===== config.mk =====
export PLATFORM = sky130hd
export DESIGN_NAME = pwlti_div
export DESIGN_NICKNAME = d
export VERILOG_FILES = /design/src/rtl/pwlti_pkg.sv /design/src/rtl/pwlti_div.sv
export SDC_FILE = /design/constraint.sdc
export NUM_CORES = 1
export LEC_CHECK = 0
export BUFFER_PORTS_ARGS = -buffer_cell sky130_fd_sc_hd__buf_4
export CAP_MARGIN = 30
export CORE_MARGIN = 5
export CORE_UTILIZATION = 45
export CTS_BUF_LIST = sky130_fd_sc_hd__clkbuf_16
export DETAILED_ROUTE_END_ITERATION = 8
export PLACE_DENSITY = 0.74
export SLEW_MARGIN = 20
export SYNTH_ARGS = -nofsm -noshare
export SYNTH_HDL_FRONTEND = slang
export SYNTH_SLANG_ARGS = --single-unit

===== constraint.sdc =====
create_clock -name clock -period 4.8 [get_ports clock]
set_input_delay 0.96 -clock clock [delete_from_list [all_inputs] [get_ports clock]]
set_output_delay 0.96 -clock clock [all_outputs]
set_load 0.005 [all_outputs]

===== src/rtl/pwlti_pkg.sv =====
// Shared types and constants for the piecewise linear table interpolator.
`default_nettype none
package pwlti_pkg;
   localparam int TABLE_DEPTH = 256;
   localparam int IDX_W       = $clog2(TABLE_DEPTH);
   localparam int LEN_W       = IDX_W + 1;
   localparam int VAL_W       = 32;
   localparam int REQ_DATA_W  = 104;
   localparam int RSP_USER_W  = 3;

   localparam logic OP_WRITE = 1'b0;
   localparam logic OP_QUERY = 1'b1;

   typedef enum logic [1:0] {
      ST_INSIDE = 2'd0,
      ST_BELOW  = 2'd1,
      ST_EXTRA  = 2'd2,
      ST_EQUAL  = 2'd3
   } status_type;

   typedef enum logic [11:0] {
      S_IDLE = 12'b000000000001,
      S_CHK0 = 12'b000000000010,
      S_CHKL = 12'b000000000100,
      S_SRCH = 12'b000000001000,
      S_SCMP = 12'b000000010000,
      S_FLO  = 12'b000000100000,
      S_FHI  = 12'b000001000000,
      S_DIFF = 12'b000010000000,
      S_MUL  = 12'b000100000000,
      S_DST  = 12'b001000000000,
      S_DIV  = 12'b010000000000,
      S_FIN  = 12'b100000000000
   } state_type;
endpackage
`default_nettype wire


===== src/rtl/pwlti_div.sv =====
// Restoring serial divider, 64 by 32 bits, one quotient bit per cycle.
`default_nettype none
module pwlti_div (
   input  wire logic        clock,
   input  wire logic        reset,
   input  wire logic        start,
   input  wire logic [63:0] dividend,
   input  wire logic [31:0] divisor,
   output logic             done,
   output logic [63:0]      quotient
);
   import pwlti_pkg::*;

   logic [31:0] rem_ff, rem_in;
   logic [63:0] quo_ff, quo_in;
   logic [31:0] dvs_ff;
   logic [5:0]  cnt_ff, cnt_in;
   logic        busy_ff, busy_in;
   logic        done_ff, done_in;
   logic [32:0] shifted;
   logic [32:0] trial;

   always_comb begin
      shifted = {rem_ff, quo_ff[63]};
      trial   = shifted - {1'b0, dvs_ff};
      rem_in  = rem_ff;
      quo_in  = quo_ff;
      cnt_in  = cnt_ff;
      busy_in = busy_ff;
      done_in = 1'b0;
      if (start) begin
         rem_in  = '0;
         quo_in  = dividend;
         cnt_in  = '0;
         busy_in = 1'b1;
      end else if (busy_ff) begin
         if (shifted >= {1'b0, dvs_ff}) begin
            rem_in = trial[31:0];
            quo_in = {quo_ff[62:0], 1'b1};
         end else begin
            rem_in = shifted[31:0];
            quo_in = {quo_ff[62:0], 1'b0};
         end
         cnt_in = cnt_ff + 6'd1;
         if (cnt_ff == 6'd63) begin
            busy_in = 1'b0;
            done_in = 1'b1;
         end
      end
   end

   always_ff @(posedge clock) begin
      if (reset) begin
         busy_ff <= 1'b0;
         done_ff <= 1'b0;
         cnt_ff  <= '0;
      end else begin
         busy_ff <= busy_in;
         done_ff <= done_in;
         cnt_ff  <= cnt_in;
      end
      rem_ff <= rem_in;
      quo_ff <= quo_in;
      if (start) begin
         dvs_ff <= divisor;
      end
   end

   assign done     = done_ff;
   assign quotient = quo_ff;
endmodule
`default_nettype wire


==> reports/metrics.cfg, run 1 <==
[clock_tree]
clock_latency_ps=420
cts.sinks=136
cts_tree=built
cts_setup_buffers=0
cts.clk_slew.worst_paths_ps=70
cts_made_buffers=17
clk_path_buf_depth=2
cts_resized=0
htreeDepth=4
hold_buffers=0
clock-root-buffer=clkbuf_16

[synth]
synthDistinctLibCells=67
synth_seq_cells=136
synth_edf_count=96
syn_area_um2=7480
synth_area_per_cell_um2=11.1
synthCells=674
synth_seq_area_share=0.492
async_flop_share=0
synth_warnings=0
synth_fp_nets=807
synth_flop_cell=edfxtp_1

[power_and_ir_drop]
p_leak_nw=4.05
p_per_area_nw_per_um2=361
power.total_mw=3.41
ir_drop_v=0.000340

[floorplan]
die_area_um2=19300
core.rowCount=47
die_h_um=139
start_util=0.454
die_w_um=139
io_pins=164
fp.coreArea_um2=16500

[worst_setup_path]
critPathSlowestCell=a21o_1
crit_path_end_kind=flip-flop
critPathArrivalTime_ps=3650
worstSetupPathType=reg -> reg
rrSetupSlack_ps=1500
cp.required_ps=5150
cp-start-kind=flip-flop
path_cells=inv_1 -> ha_1 -> nor2b_1 -> o31a_1 -> o2111ai_1 -> a211oi_2 -> o21bai_2 -> a21o_1 -> buf_4 -> mux2_1 -> o22ai_1
cpPeakStageDelay_ps=450
cp_max_fo=15

[global_route]
antenna_found_initial=0
grt_pass1_wl_um=29700
overflow=0
grt_pass1_vias=5952
gr-usage-all-layers=0.189
grt_max_degree=137

[sta]
skew_ps=13.2
fmax_mhz=303
relSlewSlack=0.529
min_period_ps=3300
finalHoldViolCount=0
tns_ps=0
setup_viol=0
worst_slew_pin_slew_ps=707
finalCritPeriodShare=0.687
slew_viol_final=0
grt_setup_unrepaired=false

[layout]
final_core_util=0.574
synthToLayoutAreaGrowth_pct=26.2
final_cell_area_um2=9440
fin_nets=960
layout.cells.non_filler=1060
n_fill_cell=1442
n_antenna_cell=0
drive_above_1_share=0.325

[outcome]
status=completed

[detailed_routing]
wl_per_cell_um=17.1
ant_nets=0
drc_errors=0
route.vias.total=5718
viasPerCell=5.39
drt_iter0_drc=302
routed_wl_um=18100
drt_pre_antenna_iters=5

[placement]
post-dp-hpwl_um=13100
gp_congestion=0.841
dp_cells=1028
port_buffers=163
dpl-instance-area_um2=8870

[worst_hold_path]
hold_class=reg -> reg

[job]
cap_violations=0

==> sequential cells by signal, indices dropped and copies added, names as in the netlist <==
signal	flops
quotient	64
dvs_ff	32
rem_ff	32
cnt_ff	6
busy_ff	1
done	1
==> critical path, delay by kind of cell (launching register included) <==
kind	cells	cell delay, ps
compound gates	6	1660
buf+inv	2	420
flops	1	410
mux	1	350
fa+ha+maj	1	230
simple gates	1	150
==> synthesized netlist by cell type (4+ instances only) <==
cell type	instances	area share
nor2_1	56	0.028
a31oi_1	5	0.0042
nor3b_1	6	0.0060
edfxtp_1	96	0.39
nor2b_1	4	0.0033
buf_6	4	0.0060
a21o_1	15	0.015
xnor2_1	17	0.020
ha_1	33	0.055
o21ai_1	5	0.0033
dfxtp_1	40	0.11
clkbuf_1	22	0.011
inv_1	52	0.026
nand4b_1	4	0.0047
o21a_1	4	0.0040
o221ai_1	4	0.0047
mux2_2	63	0.095
nand4_1	10	0.0084
o211ai_1	5	0.0050
nand3_1	12	0.0080
nor3_1	10	0.0067
o21ai_0	13	0.0087
and3_1	4	0.0033
a21oi_1	32	0.021
xor2_1	10	0.012
a211oi_1	24	0.024
nand2_1	31	0.016
o31a_1	4	0.0047
mux2i_1	23	0.031
buf_2	5	0.0033
==> path summary, 6_finish.rpt <==
path,startpoint,end,depth (start not counted)
setup / recovery,dvs_ff[1]$_DFFE_PP_,rem_ff[1]$_SDFFE_PP0P_,11
hold / removal,rem_ff[1]$_SDFFE_PP0P_,rem_ff[1]$_SDFFE_PP0P_,2
hold reg to reg,rem_ff[1]$_SDFFE_PP0P_,rem_ff[1]$_SDFFE_PP0P_,2
setup reg to reg,dvs_ff[1]$_DFFE_PP_,rem_ff[1]$_SDFFE_PP0P_,11
==> cells by family (layout without fill, tap and decap cells) <==
family,Yosys count,count (layout),synth area share
AO/OA/AOI/OAI,140,140,0.132
XOR/XNOR,27,27,0.0316
adder cells (fa/ha/maj),34,34,0.0579
buffers and inverters,87,253,0.0490
flip-flops,136,136,0.492
multiplexers,87,87,0.127
AND/OR/NAND/NOR,163,163,0.110
==> per-layer routing <==
layer / routed length, µm / vias to the layer above / part of all wire / GRT usage
met4: 300 / 0 / 0.017 / 0.0613
met5: 0 / - / 0 / 0
met3: 1730 / 18 / 0.095 / 0.0855
li1: - / 2808 / - / -
met1: 7580 / 2722 / 0.42 / 0.225
met2: 8530 / 170 / 0.47 / 0.308
==> cell type report <==
class	count	area, µm²	share of cell area
Sequential cell	136	3680	0.390
Timing Repair Buffer	169	1280	0.136
Clock inverter	15	151	0.0160
Inverter	52	195	0.0207
Multi-Input combinational cell	451	3430	0.363
Tap cell	220	275	0.0291
Clock buffer	17	425	0.0450
==> where the power goes <==
group          internal (mW)  total, mW  switching (mW)  leakage [nW]
clock network          0.763       1.29           0.523         0.265
registers               1.38       1.44          0.0592          1.29
logic                  0.344      0.689           0.344          2.50
==> placed cells by master (no fill, tap or decap), types with 12 or more instances in the layout <==
| cell | netlist | layout |
|---|---|---|
| a211oi_1 | 24 | 24 |
| a21o_1 | 15 | 15 |
| a21oi_1 | 32 | 32 |
| buf_4 | 1 | 168 |
| clkbuf_16 | 0 | 17 |
| dfxtp_1 | 40 | 39 |
| edfxtp_1 | 96 | 96 |
| ha_1 | 33 | 33 |
| inv_1 | 52 | 52 |
| mux2_2 | 63 | 63 |
| mux2i_1 | 23 | 23 |
| nand2_1 | 31 | 31 |
| nand3_1 | 12 | 12 |
| nor2_1 | 56 | 56 |
| o21ai_0 | 13 | 13 |
| xnor2_1 | 17 | 17 |
==> stage by stage <==
stage / hold WS, ps / setup slack [ps]
floorplan: 454 / 1940
global placement: 475 / 1650
detailed placement: 497 / 1540
CTS: 507 / 1520
global route: 528 / 1310
finish: 504 / 1500
Note: power is estimated with default switching activity, not from simulation.
==> run 2: changes to the inputs <==
==> constraint.sdc (replaced) <==
create_clock -name clock -period 3.39 [get_ports clock]
set_input_delay 0.678 -clock clock [delete_from_list [all_inputs] [get_ports clock]]
set_output_delay 0.678 -clock clock [all_outputs]
set_load 0.005 [all_outputs]
==> run 2 against run 1 <==
Flip-flop and latch count stayed put. Register-to-register slack worse by 1100 ps. Total power is 40% higher. Clock power is 35% higher. Worst hold slack worse by 97 ps. Fmax is 10% higher. Sequential power is 42% higher. Sequential share of layout area is 0.057 points lower. Core utilization is 0.084 points higher.
==> reports/metrics.cfg, run 2 (same netlist as run 1, synthesis figures left out) <==
[outcome]
status=completed

[sta]
fmax_mhz=335
min_period_ps=2990
finalHoldViolCount=0
setup_viol=0
relSlewSlack=0.585
hold-worst-slack_ps=407
grt_setup_unrepaired=false
skew_ps=9.38
worst_slew_pin_slew_ps=622
finalCritPeriodShare=0.882
tns_ps=0
slew_viol_final=0

[power_and_ir_drop]
switchingPower_mw=1.31
pwr-share-seq=0.429
p_int_mw=3.45
p_per_area_nw_per_um2=504
ir_drop_v=0.000350
power_frac_comb=0.205
pwr-share-clk=0.366
swShare=0.275
p_leak_nw=4.08

[worst_setup_path]
crit_path_end_kind=flip-flop
crit_buf_inv=1
timing.rr.start=quotient[63]$_DFFE_PP_
worstSetupPathType=reg -> reg
ff2ff_path_depth=11
rrSetupSlack_ps=400
reg2reg_to=rem_ff[30]$_SDFFE_PP0P_
cpPeakStageDelay_ps=520
path_cells=inv_1 -> ha_1 -> fa_1 -> nor2b_1 -> o21ba_1 -> o31a_1 -> or4b_4 -> a2111oi_0 -> o41ai_1 -> xnor2_1 -> o21ai_1
cp-start-kind=flip-flop
cp.required_ps=3700
critPathSlowestCell=or4b_4
critical_path.top_delay_family=compound AO/OA/AOI/OAI gates
cp_max_fo=4
critPathArrivalTime_ps=3300

[worst_hold_path]
hold_depth=2
hold-path-endpoint=busy_ff$_SDFF_PP0_
hp-start=reset
hold_class=in -> reg

[clock_tree]
htreeDepth=4
cts.sinks=136
cts_tree=built
cts_made_buffers=17
clock-root-buffer=clkbuf_16
cts.clk_slew.worst_paths_ps=60
clk_path_buf_depth=2
cts_resized=0
cts_setup_buffers=0
clock_latency_ps=420
hold_buffers=0

[placement]
post-dp-hpwl_um=13500
port_buffers=163
gp_congestion=0.880

[detailed_routing]
drc_errors=0
wl_per_cell_um=16.9
drt_pre_antenna_iters=4
viasPerCell=5.38
route.vias.total=5728
drt_iter0_drc=274
routed_wl_um=18000
ant_nets=0

[floorplan]
die_w_um=139
start_util=0.454
core.rowCount=47
die_area_um2=19300
die_h_um=139
fp.coreArea_um2=16500
io_pins=164

[global_route]
grt_pass1_vias=5830
antenna_found_initial=0
grt_max_degree=54
overflow=0
gr-usage-all-layers=0.187
grt_pass1_wl_um=29600

[layout]
synthToLayoutAreaGrowth_pct=26.4
layout_common_cells=buf_4 (173), edfxtp_1 (96), mux2_2 (63)
multi_input_area_um2=3430
final_common_cell=buf_4
n_antenna_cell=0
largest_register_ffs=64
seq_area_um2=3680
drive_above_1_share=0.330
n_fill_cell=1412
fin_nets=965

[job]
cap_violations=0

-- run 2: cell count changes in the layout (fill, tap and decap cells not counted) --
cell / delta
inv_6: +1
clkinvlp_4: -3
clkinv_2: +3
clkinv_4: +1
clkinv_1: -1
bufinv_16: -1
buf_4: +5
-- run 2: layer usage --
metal	routed length, µm	global-route usage	share of wire	up-vias
met1	7690	0.229	0.43	2710
met2	8450	0.303	0.47	181
met4	227	0.0469	0.013	0
li1	-	-	-	2818
met3	1640	0.0848	0.091	19
met5	0	0	0	-
-- run 2: metrics by stage --
step	std cells	setup WS, ps	power, mW	util	area [µm²]
after floorplan	674	640	2.68	-	7480
after global placement	1033	497	3.03	0.541	8900
after detailed placement	1033	420	3.05	0.541	8900
after CTS	1065	386	4.81	0.574	9460
after global routing	1065	259	5.01	0.574	9460
final	1065	402	4.76	0.574	9460
-- run 2: worst register-to-register path: cells and delay by family (launching register included) --
family          cells  cell delay, ps
compound gates      5            1220
simple gates        2             590
flops               1             420
fa+ha+maj           2             400
xor+xnor            1             160
buf+inv             1              80
-- run 2: final cells by class --
| cell class | instances | share of cell area |
|---|---|---|
| clock buffer | 17 | 0.0450 |
| clock inverter | 15 | 0.0135 |
| inverter | 52 | 0.0206 |
| multi-input combinational | 451 | 0.363 |
| sequential | 136 | 0.390 |
| tap | 220 | 0.0291 |
| timing repair buffer | 174 | 0.139 |
-- run 2: power by group through the flow --
| stage | registers (mW) | clock network [mW] | logic [mW] |
|---|---|---|---|
| after global routing | 2.06 | 1.87 | 1.08 |
| after CTS | 2.05 | 1.78 | 0.982 |
| after detailed placement | 2.08 | 0 | 0.978 |
| after global placement | 2.07 | 0 | 0.961 |
| after floorplan | 2.06 | 0 | 0.622 |
| final | 2.04 | 1.74 | 0.975 |
-- run 2: worst max-delay path by stage --
stage / start / end / slack [ps] / cells past startpoint
5_1_grt: quotient[63]$_DFFE_PP_ / rem_ff[28]$_SDFFE_PP0P_ / 260 / 11
3_3_place_gp: quotient[63]$_DFFE_PP_ / rem_ff[28]$_SDFFE_PP0P_ / 500 / 11
3_5_place_dp: quotient[63]$_DFFE_PP_ / rem_ff[28]$_SDFFE_PP0P_ / 420 / 11
6_report: quotient[63]$_DFFE_PP_ / rem_ff[30]$_SDFFE_PP0P_ / 400 / 11
4_1_cts: quotient[63]$_DFFE_PP_ / rem_ff[28]$_SDFFE_PP0P_ / 390 / 11
2_1_floorplan: quotient[63]$_DFFE_PP_ / rem_ff[28]$_SDFFE_PP0P_ / 640 / 11
==> run 3: changes to the inputs <==
==> constraint.sdc (replaced) <==
create_clock -name clock -period 3 [get_ports clock]
set_input_delay 0.6 -clock clock [delete_from_list [all_inputs] [get_ports clock]]
set_output_delay 0.6 -clock clock [all_outputs]
set_load 0.005 [all_outputs]
==> run 3 against run 2 <==
Core utilization up 1.0 points. Setup slack worse by 350 ps. Critical path depth rose by 1. Flip-flop and latch count is the same. Highest routed layer unchanged. Fmax is 1.5% higher. Via count down 0.33%. Clock skew up 0.83 ps. Worst hold slack lost 79 ps. Routed wire length is 1.1% higher. Cell count rose by 0.85%.
==> reports/metrics.cfg, run 3 (same netlist as run 1, synthesis figures left out) <==
[worst_setup_path]
critical_path.top_delay_family=compound AO/OA/AOI/OAI gates
cp_common_cell=nor4_2
cp_max_fo=4
crit_path_end_kind=flip-flop
cp-start-kind=flip-flop
critPathArrivalTime_ps=3280
critPathSlowestCell=or4b_4
path_cells=inv_1 -> ha_2 -> fa_2 -> nor2b_2 -> o21ba_4 -> o31a_1 -> or4b_4 -> a221o_1 -> buf_4 -> a21oi_2 -> nor4_2 -> nor4_2
cpPeakStageDelay_ps=530
worstSetupPathType=reg -> reg
cp.required_ps=3340
crit_buf_inv=2

[global_route]
grt_max_degree=41
antenna_found_initial=0
grt_pass1_wl_um=29500
gr-usage-all-layers=0.187
grt_pass1_vias=5785
overflow=0

[layout]
n_antenna_cell=0
final_common_cell=buf_4
drive_above_1_share=0.351
layout_common_cells=buf_4 (181), edfxtp_1 (96), mux2_2 (63)
seq_area_um2=3680
n_fill_cell=1411
synthToLayoutAreaGrowth_pct=28.7
multi_input_area_um2=3470
largest_register_ffs=64
fin_nets=974

[sta]
finalCritPeriodShare=0.981
min_period_ps=2940
slew_viol_final=0
setup_viol=0
hold-worst-slack_ps=329
tns_ps=0
worst_slew_pin_slew_ps=607
finalHoldViolCount=0
skew_ps=10.2
relSlewSlack=0.596
fmax_mhz=340
grt_setup_unrepaired=true

[power_and_ir_drop]
p_leak_nw=4.14
pwr-share-seq=0.411
pwr-share-clk=0.386
power.total_mw=5.61
ir_drop_v=0.000525
switchingPower_mw=1.56
p_per_area_nw_per_um2=582
swShare=0.278
p_int_mw=4.05
power_frac_comb=0.203

[floorplan]
die_h_um=139
fp.coreArea_um2=16500
io_pins=164
start_util=0.454
die_w_um=139
core.rowCount=47
die_area_um2=19300

[clock_tree]
clock-root-buffer=clkbuf_16
clk_path_buf_depth=2
hold_buffers=0
cts_tree=built
cts.sinks=136
clock_latency_ps=420
cts_made_buffers=17
htreeDepth=4
cts.clk_slew.worst_paths_ps=70

[worst_hold_path]
hold_class=in -> reg

[job]
cap_violations=0

[detailed_routing]
drt_iter0_drc=410
ant_nets=0
routed_wl_um=18200
wl_per_cell_um=17.0
route.vias.total=5709
drt_pre_antenna_iters=4
drc_errors=0
viasPerCell=5.32

[placement]
post-dp-hpwl_um=13500
gp_congestion=0.894
port_buffers=163

[outcome]
status=completed

==> run 3: power by group through the flow <==
stage	combinational [mW]	clock (mW)	sequential (mW)
final	1.14	2.16	2.31
after global routing	1.25	2.31	2.33
after CTS	1.12	2.22	2.31
after detailed placement	1.12	0	2.34
after global placement	1.10	0	2.34
after floorplan	0.703	0	2.32
==> run 3: path summary, 6_finish.rpt <==
check | depth (start not counted) | endpoint | slack (ps) | start
max | 12 | rem_ff[28]$_SDFFE_PP0P_ | 60 | quotient[63]$_DFFE_PP_
min reg2reg | 2 | cnt_ff[5]$_SDFFE_PP0P_ | 500 | cnt_ff[5]$_SDFFE_PP0P_
max reg2reg | 12 | rem_ff[28]$_SDFFE_PP0P_ | 60 | quotient[63]$_DFFE_PP_
min | 2 | busy_ff$_SDFF_PP0_ | 330 | reset
==> run 3: area by class of cell <==
class | count | area share
timing repair buffer | 183 | 0.145
tap | 220 | 0.0286
inverter | 52 | 0.0203
clock inverter | 15 | 0.0190
multi-input combinational | 451 | 0.360
clock buffer | 17 | 0.0442
sequential | 136 | 0.383
==> run 3: timing repair <==
| action | CTS | global route |
|---|---|---|
| endpoints found under the setup margin | 0 | 8 |
| setup buffers | 0 | 3 |
| gates resized for setup | 0 | 11 |
==> run 3: metal layers <==
layer	vias up	GRT usage	wire length [µm]
li1	2843	-	-
met3	6	0.0914	1720
met2	173	0.306	8600
met5	-	0	0
met4	0	0.0350	97
met1	2687	0.228	7790
==> run 3: through the flow <==
stage | setup slack [ps] | std cells | utilization | cell area (µm²)
finish | 56.3 | 1074 | 0.585 | 9630
CTS | 4.79 | 1071 | 0.581 | 9570
global route | -25.4 | 1074 | 0.585 | 9630
floorplan | 250 | 674 | - | 7480
detailed placement | 59.7 | 1039 | 0.544 | 8960
global placement | 122 | 1039 | 0.544 | 8960
